`src/rtl/larp_pkg.sv`:
```
// Shared types and constants for the looping audio read planner.
// Has no dependencies; the divider and the top level import it.
`timescale 1ns / 1ps
package larp_pkg;
    // Widths of the shared divider operands.
    localparam int DIV_DW = 67;
    localparam int DIV_VW = 52;
    localparam int DIV_CW = 7;

    // Microseconds per second.
    localparam logic [19:0] US_PER_SEC = 20'd1000000;

    // Reciprocal of one million scaled by 2^US_QSH, rounded down.
    localparam int          US_QSH   = 44;
    localparam logic [24:0] US_RECIP = 25'd17592186;

    // The scaled time is divided by one million in 12-bit digits, top digit first.
    localparam logic [2:0] US_TOP_DIGIT = 3'd5;

    // Result status codes.
    typedef enum logic [1:0] {
        ST_OK        = 2'd0,
        ST_NO_AUDIO  = 2'd1,
        ST_TRUNCATED = 2'd2
    } t_status;

    // Register indexes on the configuration port.
    localparam logic [2:0] REG_RATE  = 3'd0;
    localparam logic [2:0] REG_CHAN  = 3'd1;
    localparam logic [2:0] REG_BPS   = 3'd2;
    localparam logic [2:0] REG_WAVE  = 3'd3;
    localparam logic [2:0] REG_BASE  = 3'd4;
    localparam logic [2:0] REG_SLEN  = 3'd5;
endpackage

```
`src/rtl/larp_div.sv`:
```
// Bit-serial restoring divider, one quotient bit per cycle.
// Depends on larp_pkg for the operand widths.
`timescale 1ns / 1ps
module larp_div import larp_pkg::*; (
    input  logic              i_clk,
    input  logic              i_rst_n,
    input  logic              i_start,
    input  logic [DIV_DW-1:0] i_dividend,
    input  logic [DIV_VW-1:0] i_divisor,
    input  logic [DIV_CW-1:0] i_nbits,
    output logic              o_done,
    output logic [DIV_DW-1:0] o_quot,
    output logic [DIV_VW-1:0] o_rem
);
    logic [DIV_DW-1:0] r_dvd;
    logic [DIV_VW-1:0] r_dvs;
    logic [DIV_DW-1:0] r_q;
    logic [DIV_VW-1:0] r_r;
    logic [DIV_CW-1:0] r_cnt;
    logic              r_done;

    logic [DIV_CW-1:0] idx;
    logic [DIV_VW:0]   trial;
    logic              fits;

    // Shift in the next dividend bit and try the subtraction.
    always_comb begin
        idx   = r_cnt - DIV_CW'(1);
        trial = {r_r, r_dvd[idx]};
        fits  = trial >= {1'b0, r_dvs};
    end

    always_ff @(posedge i_clk) begin
        if (!i_rst_n) begin
            r_cnt  <= '0;
            r_done <= 1'b0;
        end else begin
            r_done <= 1'b0;
            if (i_start) begin
                r_dvd <= i_dividend;
                r_dvs <= i_divisor;
                r_q   <= '0;
                r_r   <= '0;
                r_cnt <= i_nbits;
            end else if (r_cnt != '0) begin
                r_q   <= {r_q[DIV_DW-2:0], fits};
                r_r   <= fits ? DIV_VW'(trial - {1'b0, r_dvs}) : trial[DIV_VW-1:0];
                r_cnt <= r_cnt - DIV_CW'(1);
                if (r_cnt == DIV_CW'(1)) begin
                    r_done <= 1'b1;
                end
            end
        end
    end

    assign o_done = r_done;
    assign o_quot = r_q;
    assign o_rem  = r_r;
endmodule

```
`config.mk`:
```
export PLATFORM = sky130hd
export DESIGN_NAME = larp_div
export DESIGN_NICKNAME = d
export VERILOG_FILES = /design/src/rtl/larp_pkg.sv /design/src/rtl/larp_div.sv
export SDC_FILE = /design/constraint.sdc
export NUM_CORES = 1
export LEC_CHECK = 0
export BUFFER_PORTS_ARGS = -buffer_cell sky130_fd_sc_hd__buf_2
export CORE_UTILIZATION = 32
export CTS_BUF_LIST = sky130_fd_sc_hd__clkbuf_8
export DETAILED_ROUTE_END_ITERATION = 10
export GPL_TIMING_DRIVEN = 0
export RECOVER_POWER = 25
export SLEW_MARGIN = 20
export SYNTH_ARGS = -nofsm -noshare
export SYNTH_HDL_FRONTEND = slang
export SYNTH_SLANG_ARGS = --single-unit
export TNS_END_PERCENT = 5
```
`constraint.sdc`:
```
create_clock -name i_clk -period 7.7 [get_ports i_clk]
set_clock_uncertainty 0.05 [all_clocks]
set_input_delay 0.77 -clock i_clk [delete_from_list [all_inputs] [get_ports i_clk]]
set_output_delay 0.77 -clock i_clk [all_outputs]
set_load 0.02 [all_outputs]
```
==> After elaboration in Yosys (flattened, before gate mapping) <==
Index checks and enable logic that the tools add are counted.
{ "op_classes": {"n_reduce_logical": 5, "n_addsub": 2, "muxes": 8, "order_cmp": 2, "bitwise_logic": 2, "n_eq_ne": 1} }
{ "ops": {"columns": ["op", "n"], "rows": [
  ["$mux W52", 2],
  ["$mux W67", 1],
  ["$ge A53 B52 Y1", 1],
  ["$sub A52 B52 Y52", 1],
  ["$mux W7", 2],
  ["$lt A7 B8 Y1 const B", 1],
  ["$bmux W1 S7", 1],
  ["$eq A7 B1 Y1 const B", 1],
  ["$reduce_bool A7 Y1", 1],
  ["$sub A7 B1 Y7 const B", 1],
  ["$reduce_and A2 Y1", 2],
  ["$reduce_or A3 Y1", 1],
  ["$mux W1", 2],
  ["$not A1 Y1", 2],
  ["$reduce_bool A2 Y1", 1]
]} }
{ "totals": {"out_inout_bits": 120, "reg_bits": 246, "wordCells": 26, "inputBits": 129} }

==> Longest topological paths before layout <==
{ "depth": {"depth_word": 6, "mapped_depth": 24, "mapped_depth_nobuf": 20} }

==> Least setup slack after synthesis <==
Ideal clock, no wire load.
{ "synth_timing": {"kind": "reg2reg", "startpoint": "reg r_cnt[0]", "endpoint": "reg r_r[10] (netlist: o_rem[10]), data pin", "synth_period_minus_slack_ns": 5.000, "required_time_ns": 7.384, "path_stages_with_launch": 25, "slack_ns": 2.700, "n_path_buf": 5, "setup_time_ns": 0.266, "arrival_ns": 4.684, "cell_sequence": "dfxtp_1 buf_2 inv_1 ha_1 buf_2 clkbuf_1 mux4_2 mux4_2 mux2i_1 nand2_1 o211ai_1 o21a_1 ha_1 nor2b_1 o211ai_1 a31oi_1 o21ai_2 o21a_1 o21ai_4 a221oi_4 o21ai_4 buf_6 buf_6 mux2i_1 nor2_1"} }
{ "synth_between": {"elab_chain_len": 6, "elab_cells_between_ends": 7, "classes_between": "2 x add/sub; 1 x order compare; 4 x mux"} }
{ "synth_rtl": {"columns": ["element", "line", "source"], "rows": [
  ["start, declared", "larp_div.sv:19", "logic [DIV_CW-1:0] r_cnt;"],
  ["start signal, assigned", "larp_div.sv:44", "r_cnt <= i_nbits;"],
  ["start signal, assigned", "larp_div.sv:48", "r_cnt <= r_cnt - DIV_CW'(1);"],
  ["$sub A7 B1 Y7 (*)", "larp_div.sv:28", "idx = r_cnt - DIV_CW'(1);"],
  ["$bmux W1 S7 (*)", "larp_div.sv:29", "trial = {r_r, r_dvd[idx]};"],
  ["$mux W1 (implied by the code) (*)", "larp_div.sv:29", null],
  ["$sub A52 B52 Y52 or $ge A53 B52 Y1 (tied branches)", "larp_div.sv:47, larp_div.sv:30", null],
  ["$mux W52 (*)", "larp_div.sv:47", "r_r <= fits ? DIV_VW'(trial - {1'b0, r_dvs}) : trial[DIV_VW-1:0];"],
  ["$mux W52 (*)", "larp_div.sv:45", "end else if (r_cnt != '0) begin"],
  ["end signal, assigned", "larp_div.sv:47", null],
  ["end, declared", "larp_div.sv:18", "logic [DIV_VW-1:0] r_r;"]
]} }
Mark *: on every way between the ends. The rest lies on a longest branch, timed or not. The select of a mux whose other input is x is not followed.
A chain may end at the register's enable or synchronous reset.

==> Worst setup path after layout <==
{ "layout_timing": {"startpoint": "reg r_cnt[0]", "endpoint": "reg r_r[50] (netlist: o_rem[50]), data pin"} }
The elaborated chain is that of the path after synthesis.

==> reports/metrics.yaml <==
sta:
  drv_slew: 0
  max_freq_ghz: 0.158
  fin_tns_setup_ps: 0
  tightest_slew_ps: 890
  hold_violations: 0
  relSlewSlack_pct: 40.1
  fin_crit_sh_pct: 82.2
  finalCriticalPeriod_ps: 6330
  rsz0062_at_grt: "no"
  finalSetupViolCount: 0
route:
  wl_um: 33300
  ant_nets: 0
  drc: 0
  drtIter0Drc: 440
  dr.pass1.iters: 4
  wl_per_cell_um: 17.7
  vias: 9086
  viasPerCell: 4.84
setup_path:
  worstPathCellList: "buf_2 > inv_1 > ha_1 > buf_2 > clkbuf_1 > mux4_2 > mux4_2 > mux2i_1 > nand2_1 > o211ai_1 > o21a_1 > ha_1 > fa_1 > nand2b_1 > a21oi_1 > o211ai_1 > a2111oi_1 > nor3_2 > a21oi_2 > a21oi_1 > o21ai_1 > xor2_1 > a22o_1"
  worstSetupStartpointType: "register"
  cp.arrival_ps: 6620
  path_buf_inv: 4
  critPathRequiredTime_ps: 7990
  max_stage_delay_ps: 480
  crit_type: "reg -> reg"
  cp_slowest_cell: "mux4_2"
  critPathMaxFanout: 10
  crit_path_end_kind: "register"
  cp_top_family: "compound AO/OA/AOI/OAI gates"
yosys:
  yosys.area.top_type_share_pct: 56.9
  yosys.area_share.adder_pct: 5.54
  synthMuxAreaShare_pct: 6.39
  synth_edf_count: 238
  synth_nets: 1205
  yosys-top-cells-area: "edfxtp_1 57%, ha_1 5.4%, nor2b_1 3.7%"
  yosysTopAreaCell: "edfxtp_1"
  synth_top_family_by_area: "simple AND/OR/NAND/NOR gates"
  syn_area_um2: 12600
  synth_seq_cells: 246
  yosysWarnings: 0
  synth_area_per_cell_um2: 12.3
  synth_cell_types: 66
  synth_xor_xnor_area_share_pct: 3.76
  synth_ff_type: "edfxtp_1"
  ys_seq_area_share_pct: 58.2
  synth_compound_area_share_pct: 10.7
  synth_cells: 1021
  async_flop_share_pct: 0
  synthSimpleGateAreaFrac_pct: 11.7
clock_tree:
  cts_sinks: 246
  clockRootBuffer: "clkbuf_8"
  h-tree-depth: 2
  numCtsBuffers: 45
  clkLatencyLatePin_ps: 610
  hold_buffers: 0
  cts_resized: 0
  clockBufferDepth: 3
  cts_setup_buffers: 0
  clkSlewWorstSetupHoldPaths_ps: 60
  cts_tree: "done"
final_layout:
  design_area_um2: 15500
  area_growth_pct: 23.3
  drive_gt1_share_pct: 26.5
  nets: 1508
min_path:
  min_path_type: "in -> reg"
placed_design:
  routabilityCongestion: 0.944
  io_buffers: 248
  placed_area_um2: 14600
  place_hpwl_um: 24800
floorplan:
  dieArea_um2: 40100
  die_y_um: 200
  start_util_pct: 32.5
  core-area_um2: 38600
  num_rows: 72
  io_pins: 249
  fp.dieW_um: 200
power:
  vdd_drop_max_uv: 140
  power_leakage_nw: 6.39
  powerDensity_nw_per_um2: 285
  p_total_mw: 4.42
global_routing:
  grt_overflow: 0
  grt_util_all_layers_pct: 16.5
  grt_antenna_before_repair: 9
  grt_max_degree: 36
  grt_pass1_vias: 9177
  grt_pass1_wl_um: 51200
flow_run:
  maxCapViolCount: 0
outcome:
  status: "finished clean"
-- per-stage QoR --
stage	hold slack [ps]	util, %	cells	setup WS, ps
finish	283	40.1	1877	1370
floorplan	390	-	1021	2700
CTS	213	40.1	1874	1330
global route	237	40.1	1875	967
detailed placement	431	37.9	1795	1400
global placement	429	37.4	1787	1060
-- synthesized netlist by cell type, types with 10 or more instances --
| library cell | count |
|---|---|
| edfxtp_1 | 238 |
| nor2_1 | 87 |
| nor2b_1 | 74 |
| inv_1 | 69 |
| a21oi_1 | 65 |
| nand2_1 | 56 |
| ha_1 | 54 |
| o21ai_0 | 39 |
| xnor2_1 | 35 |
| mux2i_1 | 33 |
| clkbuf_1 | 26 |
| a21o_1 | 24 |
| nand4_1 | 21 |
| mux4_2 | 20 |
| xor2_1 | 19 |
| buf_2 | 11 |
| nand3_1 | 11 |
| o21bai_1 | 11 |
| a211oi_1 | 10 |
-- layout make-up --
class	instances	area, um2
fill	3733	23200
antenna	3	7.51
multi-input combinational	664	4790
tap	518	648
clock inverter	33	224
clock buffer	46	633
timing repair buffer	256	1410
sequential	246	7310
buffer	41	201
inverter	70	263
-- cells in the final DEF (no fill, tap or decap), drive strengths merged, types with 8 or more instances in the layout --
cell / n
edfxtp: 238
o21ai: 44
a21o: 24
nand2b: 9
ha: 54
clkbuf: 77
mux2i: 33
xnor2: 35
nor3: 10
xor2: 19
mux4: 20
o21bai: 11
dfxtp: 8
nand4: 21
buf: 266
nand3: 11
nor2b: 74
inv: 82
nor2: 88
clkinv: 17
nand2: 56
a21oi: 66
a211oi: 11
-- sequential cells by signal (all words and copies together), names as in the netlist --
name    flops
o_rem      52
r_dvs      52
r_dvd      67
r_cnt       7
o_done      1
o_quot     67
-- power by group --
group / internal, mW / switching, mW
Clock: 0.657 / 0.564
Sequential: 1.66 / 0.0902
Combinational: 0.579 / 0.866
Total: 2.90 / 1.52
-- kinds of logic (layout without fill, tap and decap cells) --
logic type / Yosys count / after routing
AOI/OAI and AO/OA: 206 / 206
buffers and inverters: 111 / 446
DFF: 246 / 246
muxes: 55 / 55
and+or+nand+nor: 294 / 294
adders and majority gates: 55 / 55
xor gates and xnor gates: 54 / 54
other: 0 / 3
-- layer usage --
metal	up-vias	part of all wire, %	track usage, %
met5	-	0.21	0
met4	12	3.2	7.09
met3	80	6.3	4.41
met2	273	47	26.7
met1	4354	43	20.8
li1	4367	-	-
-- final timing paths --
path,cells past startpoint,start,slack (ps),end
max reg2reg,23,r_cnt[0],1370,o_rem[50]
max,23,r_cnt[0],1370,o_rem[50]
min reg2reg,1,r_cnt[5],440,o_done
min,1,i_divisor[17],280,r_dvs[17]
Power figures use the tool's default switching activity.
